**config.mk**
```make
export PLATFORM = sky130hd
export DESIGN_NAME = bounded_list_with_search
export DESIGN_NICKNAME = d
export VERILOG_FILES = /design/src/hw/rtl/blws_pkg.sv /design/src/hw/rtl/blws_cell.sv /design/src/hw/rtl/bounded_list_with_search.sv
export SDC_FILE = /design/constraint.sdc
export NUM_CORES = 2
export LEC_CHECK = 0
export ABC_AREA = 0
export BUFFER_PORTS_ARGS = -buffer_cell sky130_fd_sc_hd__buf_4
export CORE_MARGIN = 4
export CORE_UTILIZATION = 45
export DETAILED_ROUTE_END_ITERATION = 10
export HOLD_SLACK_MARGIN = 0.12
export PLACE_DENSITY = 0.72
export SETUP_SLACK_MARGIN = 0.2
export SYNTH_ARGS = -nofsm -noshare
export SYNTH_HDL_FRONTEND = slang
export SYNTH_HIERARCHICAL = 1
export SYNTH_SLANG_ARGS = --single-unit
```
**constraint.sdc**
```tcl
create_clock -name clk -period 11.1 [get_ports clk]
set_clock_uncertainty 0.1 [all_clocks]
set_input_delay 0.555 -clock clk [delete_from_list [all_inputs] [get_ports clk]]
set_output_delay 0.555 -clock clk [all_outputs]
set_load 0.005 [all_outputs]
```
**src/hw/rtl/blws_pkg.sv**
```systemverilog
// Shared types and constants for the bounded list with search.
// No dependencies; used by blws_cell and bounded_list_with_search.
package blws_pkg;

    localparam int DEFAULT_CAPACITY = 16;
    localparam int VALUE_W          = 32;
    localparam int CMD_W            = 3;
    localparam int STATUS_W         = 2;
    localparam int COUNT_W          = 5;

    typedef logic signed [VALUE_W-1:0] value_t;

    // Command codes
    localparam logic [CMD_W-1:0] CMD_INS_FRONT = 3'd0;
    localparam logic [CMD_W-1:0] CMD_INS_BACK  = 3'd1;
    localparam logic [CMD_W-1:0] CMD_REM_FRONT = 3'd2;
    localparam logic [CMD_W-1:0] CMD_CLEAR     = 3'd3;
    localparam logic [CMD_W-1:0] CMD_SEARCH    = 3'd4;

    // Status codes
    localparam logic [STATUS_W-1:0] ST_DONE  = 2'd0;
    localparam logic [STATUS_W-1:0] ST_FULL  = 2'd1;
    localparam logic [STATUS_W-1:0] ST_EMPTY = 2'd2;

    typedef enum logic [1:0] {
        S_IDLE,
        S_SEARCH,
        S_FLUSH
    } state_t;

    // Per-cycle update broadcast to every cell
    typedef struct packed {
        logic shift_right;  // insert at front
        logic shift_left;   // remove front
        logic write_back;   // insert at back, cell at index count takes the value
    } ctrl_t;

endpackage

```
**src/hw/rtl/blws_cell.sv**
```systemverilog
// One list position: holds one entry and one stage of the search probe.
// Depends on blws_pkg.
module blws_cell #(
    parameter int CAPACITY = blws_pkg::DEFAULT_CAPACITY,
    parameter int INDEX    = 0
) (
    input  logic                              clk,
    input  logic                              rst_n,
    input  blws_pkg::ctrl_t                   ctrl,
    input  blws_pkg::value_t                  wr_value,
    input  blws_pkg::value_t                  key,
    input  logic [$clog2(CAPACITY+1)-1:0]     live_count,
    input  blws_pkg::value_t                  prev_data,
    input  blws_pkg::value_t                  next_data,
    output blws_pkg::value_t                  data,
    input  logic                              probe_in,
    input  logic                              found_in,
    output logic                              probe_out,
    output logic                              found_out
);

    localparam int CW = $clog2(CAPACITY + 1);
    localparam logic [CW-1:0] IDX = CW'(INDEX);

    blws_pkg::value_t data_reg;
    blws_pkg::value_t data_next;
    logic             probe_reg;
    logic             found_reg;
    logic             found_next;
    logic             live;

    assign live = (IDX < live_count);

    always_comb
    begin
        data_next = data_reg;
        if (ctrl.shift_right)
        begin
            data_next = prev_data;
        end
        else if (ctrl.shift_left)
        begin
            data_next = next_data;
        end
        else if (ctrl.write_back && (live_count == IDX))
        begin
            data_next = wr_value;
        end
    end

    assign found_next = found_in | (live && (data_reg == key));

    always_ff @(posedge clk)
    begin
        data_reg  <= data_next;
        found_reg <= found_next;
    end

    always_ff @(posedge clk or negedge rst_n)
    begin
        if (!rst_n)
        begin
            probe_reg <= 1'b0;
        end
        else
        begin
            probe_reg <= probe_in;
        end
    end

    assign data      = data_reg;
    assign probe_out = probe_reg;
    assign found_out = found_reg;

endmodule

```
**src/hw/rtl/bounded_list_with_search.sv**
```systemverilog
// Top level of the bounded list: command decode, result register, cell row.
// Depends on blws_pkg and blws_cell.
//
// Usage
//   Command channel: cmd_valid / cmd_stall carry command and value. A transfer
//   happens on a rising edge with cmd_valid high and cmd_stall low.
//   Result channel: res_valid / res_stall carry status, found and count, one
//   result per command, in command order.
//   List entries sit in a row of CAPACITY cells, front entry in cell 0.
//   Insert front shifts the row right, remove front shifts it left, insert
//   back writes the cell at index count; all finish in the transfer cycle and
//   the result is valid on the next cycle.
//   Search sends a probe token down the row, one cell per cycle; each live
//   cell ORs its compare into the travelling found bit. The result is
//   registered once the probe has left the last cell and the slot is free;
//   other commands sustain one per cycle unless a result waits under res_stall.
//   While a search runs, cmd_stall is high. A new command is also held off
//   while a result sits unread under res_stall; the result register holds.
//   Reset empties the list and drops any pending result; entry storage is not
//   cleared and needs no sweep.
module bounded_list_with_search #(
    parameter int CAPACITY = blws_pkg::DEFAULT_CAPACITY
) (
    input  logic                              clk,
    input  logic                              rst_n,
    // command channel
    input  logic                              cmd_valid,
    output logic                              cmd_stall,
    input  logic [blws_pkg::CMD_W-1:0]        command,
    input  blws_pkg::value_t                  value,
    // result channel
    output logic                              res_valid,
    input  logic                              res_stall,
    output logic [blws_pkg::STATUS_W-1:0]     status,
    output logic                              found,
    output logic [blws_pkg::COUNT_W-1:0]      count
);

    localparam int CW = $clog2(CAPACITY + 1);
    localparam logic [CW-1:0] FULL_COUNT = CW'(CAPACITY);

    blws_pkg::state_t state_reg;
    blws_pkg::state_t state_next;

    logic [CW-1:0]    count_reg;
    logic [CW-1:0]    count_next;
    blws_pkg::value_t key_reg;
    blws_pkg::value_t key_next;
    logic             launch_reg;
    logic             launch_next;
    logic             hold_found_reg;
    logic             hold_found_next;

    // result register
    logic                            res_valid_reg;
    logic                            res_valid_next;
    logic [blws_pkg::STATUS_W-1:0]   status_reg;
    logic [blws_pkg::STATUS_W-1:0]   status_next;
    logic                            found_reg;
    logic                            found_next;
    logic [blws_pkg::COUNT_W-1:0]    count_out_reg;
    logic [blws_pkg::COUNT_W-1:0]    count_out_next;

    blws_pkg::ctrl_t  ctrl;
    logic             out_free;
    logic             accept;

    blws_pkg::value_t cell_data [CAPACITY];
    logic [CAPACITY:0] probe_chain;
    logic [CAPACITY:0] found_chain;

    // Result slot is free if empty or being taken this cycle
    assign out_free  = !res_valid_reg || !res_stall;
    assign cmd_stall = !((state_reg == blws_pkg::S_IDLE) && out_free);
    assign accept    = cmd_valid && !cmd_stall;

    assign probe_chain[0] = launch_reg;
    assign found_chain[0] = 1'b0;

    always_comb
    begin
        state_next      = state_reg;
        count_next      = count_reg;
        key_next        = key_reg;
        launch_next     = 1'b0;
        hold_found_next = hold_found_reg;
        ctrl            = '0;
        res_valid_next  = res_valid_reg && res_stall;
        status_next     = status_reg;
        found_next      = found_reg;
        count_out_next  = count_out_reg;

        case (state_reg)
            blws_pkg::S_IDLE:
            begin
                if (accept)
                begin
                    if (command == blws_pkg::CMD_SEARCH)
                    begin
                        key_next    = value;
                        launch_next = 1'b1;
                        state_next  = blws_pkg::S_SEARCH;
                    end
                    else
                    begin
                        status_next = blws_pkg::ST_DONE;
                        case (command)
                            blws_pkg::CMD_INS_FRONT:
                            begin
                                if (count_reg == FULL_COUNT)
                                begin
                                    status_next = blws_pkg::ST_FULL;
                                end
                                else
                                begin
                                    ctrl.shift_right = 1'b1;
                                    count_next       = CW'(count_reg + 1'b1);
                                end
                            end
                            blws_pkg::CMD_INS_BACK:
                            begin
                                if (count_reg == FULL_COUNT)
                                begin
                                    status_next = blws_pkg::ST_FULL;
                                end
                                else
                                begin
                                    ctrl.write_back = 1'b1;
                                    count_next      = CW'(count_reg + 1'b1);
                                end
                            end
                            blws_pkg::CMD_REM_FRONT:
                            begin
                                if (count_reg == '0)
                                begin
                                    status_next = blws_pkg::ST_EMPTY;
                                end
                                else
                                begin
                                    ctrl.shift_left = 1'b1;
                                    count_next      = CW'(count_reg - 1'b1);
                                end
                            end
                            blws_pkg::CMD_CLEAR:
                            begin
                                count_next = '0;
                            end
                            default:
                            begin
                                // unused codes: no change
                            end
                        endcase
                        res_valid_next = 1'b1;
                        found_next     = 1'b0;
                        count_out_next = blws_pkg::COUNT_W'(count_next);
                    end
                end
            end

            blws_pkg::S_SEARCH:
            begin
                // probe has left the last cell
                if (probe_chain[CAPACITY])
                begin
                    if (out_free)
                    begin
                        res_valid_next = 1'b1;
                        status_next    = blws_pkg::ST_DONE;
                        found_next     = found_chain[CAPACITY];
                        count_out_next = blws_pkg::COUNT_W'(count_reg);
                        state_next     = blws_pkg::S_IDLE;
                    end
                    else
                    begin
                        hold_found_next = found_chain[CAPACITY];
                        state_next      = blws_pkg::S_FLUSH;
                    end
                end
            end

            blws_pkg::S_FLUSH:
            begin
                if (out_free)
                begin
                    res_valid_next = 1'b1;
                    status_next    = blws_pkg::ST_DONE;
                    found_next     = hold_found_reg;
                    count_out_next = blws_pkg::COUNT_W'(count_reg);
                    state_next     = blws_pkg::S_IDLE;
                end
            end

            default:
            begin
                state_next = blws_pkg::S_IDLE;
            end
        endcase
    end

    always_ff @(posedge clk or negedge rst_n)
    begin
        if (!rst_n)
        begin
            state_reg     <= blws_pkg::S_IDLE;
            count_reg     <= '0;
            launch_reg    <= 1'b0;
            res_valid_reg <= 1'b0;
        end
        else
        begin
            state_reg     <= state_next;
            count_reg     <= count_next;
            launch_reg    <= launch_next;
            res_valid_reg <= res_valid_next;
        end
    end

    // payload, no reset
    always_ff @(posedge clk)
    begin
        key_reg        <= key_next;
        hold_found_reg <= hold_found_next;
        status_reg     <= status_next;
        found_reg      <= found_next;
        count_out_reg  <= count_out_next;
    end

    // Row of cells: cell 0 is the front of the list
    for (genvar i = 0; i < CAPACITY; i++)
    begin : g_cell
        blws_pkg::value_t prev_d;
        blws_pkg::value_t next_d;

        if (i == 0)
        begin : g_first
            assign prev_d = value;
        end
        else
        begin : g_mid_prev
            assign prev_d = cell_data[i-1];
        end

        if (i == CAPACITY - 1)
        begin : g_last
            assign next_d = cell_data[i];
        end
        else
        begin : g_mid_next
            assign next_d = cell_data[i+1];
        end

        blws_cell #(
            .CAPACITY (CAPACITY),
            .INDEX    (i)
        ) u_cell (
            .clk        (clk),
            .rst_n      (rst_n),
            .ctrl       (ctrl),
            .wr_value   (value),
            .key        (key_reg),
            .live_count (count_reg),
            .prev_data  (prev_d),
            .next_data  (next_d),
            .data       (cell_data[i]),
            .probe_in   (probe_chain[i]),
            .found_in   (found_chain[i]),
            .probe_out  (probe_chain[i+1]),
            .found_out  (found_chain[i+1])
        );
    end

    assign res_valid = res_valid_reg;
    assign status    = status_reg;
    assign found     = found_reg;
    assign count     = count_out_reg;

endmodule

```
# ---- Yosys cells after proc, flatten, opt, wreduce, memory -nomap -nowiden
# Cells that the tools add are included.
dict set report op_classes {
  eq_ne 45
  addsub 2
  muxes 92
  n_bitwise 17
  n_reduce_logical 67
  order_cmp 16
}
# operator n
set op_table {}
lappend op_table {{$mux 32} 48}
lappend op_table {{$eq 32x32->1} 16}
lappend op_table {{$reduce_bool 3->1} 16}
lappend op_table {{$eq 5x4->1 const B} 8}
lappend op_table {{$lt 4x5->1 const A} 8}
lappend op_table {{$logic_and 1x1->1} 35}
lappend op_table {{$mux 5} 6}
lappend op_table {{$pmux 5 s3} 2}
lappend op_table {{$eq 5x3->1 const B} 4}
lappend op_table {{$lt 3x5->1 const A} 4}
lappend op_table {{$mux 2} 10}
lappend op_table {{$mux 1} 18}
lappend op_table {{$or 1x1->1} 15}
lappend op_table {{$pmux 2 s3} 2}
lappend op_table {{$eq 5x2->1 const B} 2}
lappend op_table {{$lt 1x5->1 const A} 2}
lappend op_table {{$lt 2x5->1 const A} 2}
lappend op_table {{$mux 3} 3}
lappend op_table {{$reduce_and 3->1} 3}
lappend op_table {{$ne 2x2->1 const B} 4}
lappend op_table {{$reduce_and 4->1} 2}
lappend op_table {{$eq 3x2->1 const B} 2}
lappend op_table {{$ne 2x1->1 const B} 3}
lappend op_table {{$pmux 1 s3} 2}
lappend op_table {{19 further kinds} 22}
dict set report totals {
  out_inout_bits 10
  register_bits 594
  input_bits 39
}

# ---- Depth between registers and ports, before layout
dict set report depth {
  ltp_word 10
  depth_mapped 11
}

# ---- Hierarchy
# Netlist, hierarchy kept.
# mod cells_per_inst instances area_each_um2
set by_module_without_submodules {}
lappend by_module_without_submodules {bounded_list_with_search 162 1 2232.1}
lappend by_module_without_submodules {{blws_cell (g_cell[10].u_cell)} 188 1 2069.5}
lappend by_module_without_submodules {{blws_cell (g_cell[4].u_cell)} 190 1 2058.2}
lappend by_module_without_submodules {{blws_cell (g_cell[9].u_cell)} 188 1 2058.2}
lappend by_module_without_submodules {{blws_cell (g_cell[12].u_cell)} 189 1 2057.0}
lappend by_module_without_submodules {{blws_cell (g_cell[2].u_cell)} 189 1 2054.5}
lappend by_module_without_submodules {{blws_cell (g_cell[15].u_cell)} 187 1 2052.0}
lappend by_module_without_submodules {{blws_cell (g_cell[7].u_cell)} 190 1 2052.0}
lappend by_module_without_submodules {{blws_cell (g_cell[0].u_cell)} 188 1 2047.0}
lappend by_module_without_submodules {{blws_cell (g_cell[5].u_cell)} 189 1 2047.0}
lappend by_module_without_submodules {{blws_cell (g_cell[6].u_cell)} 187 1 2045.7}
lappend by_module_without_submodules {{blws_cell (g_cell[8].u_cell)} 189 1 2045.7}
lappend by_module_without_submodules {{blws_cell (g_cell[11].u_cell)} 188 1 2044.5}
lappend by_module_without_submodules {{blws_cell (g_cell[13].u_cell)} 189 1 2043.2}
lappend by_module_without_submodules {{3 more rows} -- -- --}

# ---- Worst setup path before layout
# OpenSTA, ideal clock, no wires.
dict set report synth_timing {
  kind {register -> register}
  from {register count_reg[0]}
  to {register g_cell[2].u_cell.data_reg[0] (enable)}
  path_buffers 1
  period_less_slack_ns 6.451
  arrival_time_ns 5.840
  stages_incl_launch_ff 10
  path_slack_ns 4.649
  path_cell_list {dfrtp_1 > buf_2 > inv_1 > ha_1 > nor3b_4 > nand2_1 > nand2_1 > nor3_1 > nand3b_1 > o41ai_1}
}
# item line
set synth_lines {}
lappend synth_lines {{from (decl)} bounded_list_with_search.sv:45} ;# logic [CW-1:0] count_reg;
lappend synth_lines {{from (signal assigned)} bounded_list_with_search.sv:212} ;# count_reg <= count_next;
lappend synth_lines {{to (signal assigned)} blws_cell.sv:55} ;# data_reg <= data_next;
lappend synth_lines {{to (decl)} blws_cell.sv:25} ;# blws_pkg::value_t data_reg;

==> flow_summary_export.csv <==
group,metric,value,unit
status,status,"finished clean",
synthesis,async_flop_share,4.21,%
drt,wl_per_cell,28.1,um
sta,rsz0062_at_grt,"false",
cells_and_area,syn_to_final_growth,9.63,%
drt,num_vias,26500,
clocking,post_cts_buffers,0,
cells_and_area,finalNonFillerCells,4257,
min_path,min_path_type,"in2reg",
placement,place_hpwl,81.8,mm
sta,fmax,198,MHz
sta,worst-slew-pin-transition,1.28,ns
floorplanning,die_area,82300,um2
power,power_frac_clock,36.1,%
sta,finalHoldViolCount,0,
global_route,grt_pass1_wl,171,mm
power,power_frac_comb,17.9,%
worst_setup_path,cp_data_arrival_time,5.25,ns
synthesis,synth_top_area_share,47.4,%
global_route,gr-total-overflow,0,
drt,drtIter0Drc,4795,
floorplanning,die_h,287,um
drt,viasPerCell,6.23,
global_route,grt_pass1_vias,23900,
power,p_switching,1.83,mW
drt,dr.max_layer_used,"met5",
synthesis,synth_nets,3222,
synthesis,yosysMostFrequentCell,"edfxtp_1",
floorplanning,num_rows,102,
cells_and_area,n_fill_cell,6941,
clocking,cts_sinks,594,
cells_and_area,largest_reg_flops,512,
cells_and_area,post-route-cell-area,38400,um2
drt,routedLengthMet1,46.7,mm
clocking,clkLatencyLatePin,0.63,ns
power,pwr-share-seq,46.0,%
global_route,grt_usage,28.3,%
worst_setup_path,start_kind,"register",
drt,wl_met2,50.3,mm
sta,min_period_over_period,45.5,%
synthesis,synth_commonest_cells,"553 x edfxtp_1, 523 x nand2_1, 513 x mux2i_1",
drt,wl_met3,14.4,mm
power,powerDensity,161,nW/um2
worst_setup_path,r2r-start,"count_reg[0]",
placement,port_buffers,48,
clocking,cts_tree,"built",
placement,gp_congestion,1.03,
placement,place_area,36200,um2
worst_setup_path,cp-end-kind,"register",
synthesis,yosys_register_bits,594,
power,sw_frac_of_total,29.6,%
cells_and_area,drive_gt1_share,7.35,%
worst_setup_path,crit_end,"g_cell[14].u_cell/data[6]",
global_route,grt_max_degree,268,
floorplanning,start_util,45.3,%
sta,setup_viol,0,
clocking,clk_path_buf_depth,3,
synthesis,synth.distinct_cells,69,
synthesis,yosysTopAreaCell,"edfxtp_1",
clocking,clock-root-buffer,"clkbuf_16",
sta,fin_crit,5.05,ns
placement,place_inst,4129,
worst_setup_path,cp_data_required_time,11.30,ns
synthesis,ys_top_cells_by_area,"edfxtp_1 47%, mux2i_1 15%, xnor2_1 11%",
worst_setup_path,r2r_end,"g_cell[14].u_cell/data[6]",
floorplanning,core_area,77300,um2
synthesis,synthesis.area,35000,um2
synthesis,synth_top_flop_cell,"edfxtp_1",
power,p_leak,10.8,nW
sta,slew_viol_final,0,
synthesis,syn_inst,3177,
global_route,antenna_found_initial,9,
clocking,path_clk_slew,0.06,ns
worst_setup_path,worstRegToRegCells,10,
power,peakVddDrop,110,uV
worst_setup_path,critPathMaxFanout,149,
power,internal-power,4.36,mW
run,maxCapViolCount,0,
cells_and_area,final_nets,3206,
worst_setup_path,path_class,"reg2reg",
clocking,htreeDepth,3,
synthesis,synth-seq-area-share,50.1,%
drt,drc,0,
sta,fin_tns_setup,0,ns
floorplanning,die-width,287,um
sta,holdWs,0.195,ns
synthesis,synth_edf_count,553,
synthesis,synth.avg_cell_area,11.0,um2
clocking,cts_buffers,69,
drt,ant_nets,0,
cells_and_area,utilization,49.6,%
drt,drtPass1Iterations,7,
clocking,cts.repair.resized,0,
cells_and_area,multi_input_area,16600,um2
floorplanning,io_pins,49,
worst_setup_path,r2r_setup_slack,6.05,ns
drt,wl,120,mm
sta,max_slew_margin,14.6,%
synthesis,yosysWarnings,6,
cells_and_area,seqCellArea,17600,um2
worst_setup_path,critPathLaunch,"count_reg[0]",
worst max-delay path, stage by stage, from the launching register on:
cell and delay (ns):
dfrtp_1 0.32, buf_4 0.35, inv_1 0.11, ha_1 0.27
nor4b_4 0.17, nor3_2 0.21, buf_4 0.77, buf_12 0.69
buf_4 1.00, mux2i_1 0.26, o21ai_0 0.10
per-layer routing:
metal  vias to the layer above  GRT usage (%)
met3                       302           6.84
met1                     12900           39.6
met2                      1790           40.7
met5                         -              0
li1                      11500              -
met4                         4           15.1
cell usage in the layout, fill, tap and decap left out, types with 6 or more instances in the layout:
| cell type | count |
|---|---|
| o31ai_1 | 6 |
| xor2_1 | 90 |
| nor2_1 | 26 |
| nand3_1 | 10 |
| dfrtp_1 | 25 |
| nand4_1 | 103 |
| clkinv_1 | 12 |
| xnor2_1 | 422 |
| clkbuf_1 | 14 |
| nor4_2 | 7 |
| dfxtp_1 | 16 |
| mux2i_1 | 513 |
| inv_1 | 7 |
| nor3_1 | 24 |
| o21ai_0 | 468 |
| clkbuf_16 | 71 |
| o21ai_1 | 50 |
| nand2_1 | 522 |
| a31o_1 | 7 |
| edfxtp_1 | 553 |
| ha_1 | 6 |
| clkinv_2 | 16 |
| nor4_1 | 27 |
| a41o_1 | 8 |
| a311o_2 | 7 |
| buf_4 | 92 |
| a21oi_1 | 8 |
timing repair:
| item | CTS | global route |
|---|---|---|
| hold endpoints to repair | 25 | 0 |
| hold buffers | 1 | 0 |
| endpoints found under the setup margin | 0 | 0 |
stage by stage:
step | setup WS (ns) | total power [mW]
CTS | 6.19 | 6.17
finish | 6.05 | 6.18
floorplan | 4.65 | 3.52
global placement | 6.28 | 3.93
detailed placement | 6.18 | 3.96
global route | 5.87 | 6.37
final cells by class:
cell class,instances,area share [%]
Sequential cell,594,45.7
Multi-Input combinational cell,2391,43.1
Clock buffer,89,4.91
Tap cell,1040,3.39
Timing Repair Buffer,98,2.09
Clock inverter,33,0.662
Inverter,7,0.0685
Antenna cell,5,0.0326
power by group through the flow:
stage	clock network, mW	registers, mW	logic (mW)
detailed placement	0	2.89	1.07
CTS	2.25	2.84	1.07
floorplan	0	2.88	0.637
finish	2.23	2.85	1.11
global route	2.35	2.86	1.16
global placement	0	2.89	1.05
worst min path at each step:
stage,startpoint,endpoint,slack (ns),depth (start not counted)
CTS,value[17],key_reg[17],0.16,1
finish,value[17],key_reg[17],0.19,1
detailed placement,g_cell[7].u_cell/probe_out,g_cell[8].u_cell/probe_out,0.24,0
global placement,g_cell[9].u_cell/probe_out,g_cell[10].u_cell/probe_out,0.23,0
global route,value[4],key_reg[4],0.19,1
floorplan,rst_n,count_reg[0],0.16,0
kinds of logic (layout without fill, tap and decap cells):
family | Yosys count | in the layout | share of synthesized area [%]
AND/OR/NAND/NOR | 760 | 760 | 9.88
flip-flops | 594 | 594 | 50.1
AO/OA/AOI/OAI | 593 | 593 | 9.18
multiplexers | 517 | 517 | 14.8
XOR/XNOR | 514 | 514 | 12.9
buffers and inverters | 192 | 227 | 2.89
adder cells (fa/ha/maj) | 6 | 6 | 0.214
other | 1 | 6 | 0.0107
Power figures use the tool's default switching activity.
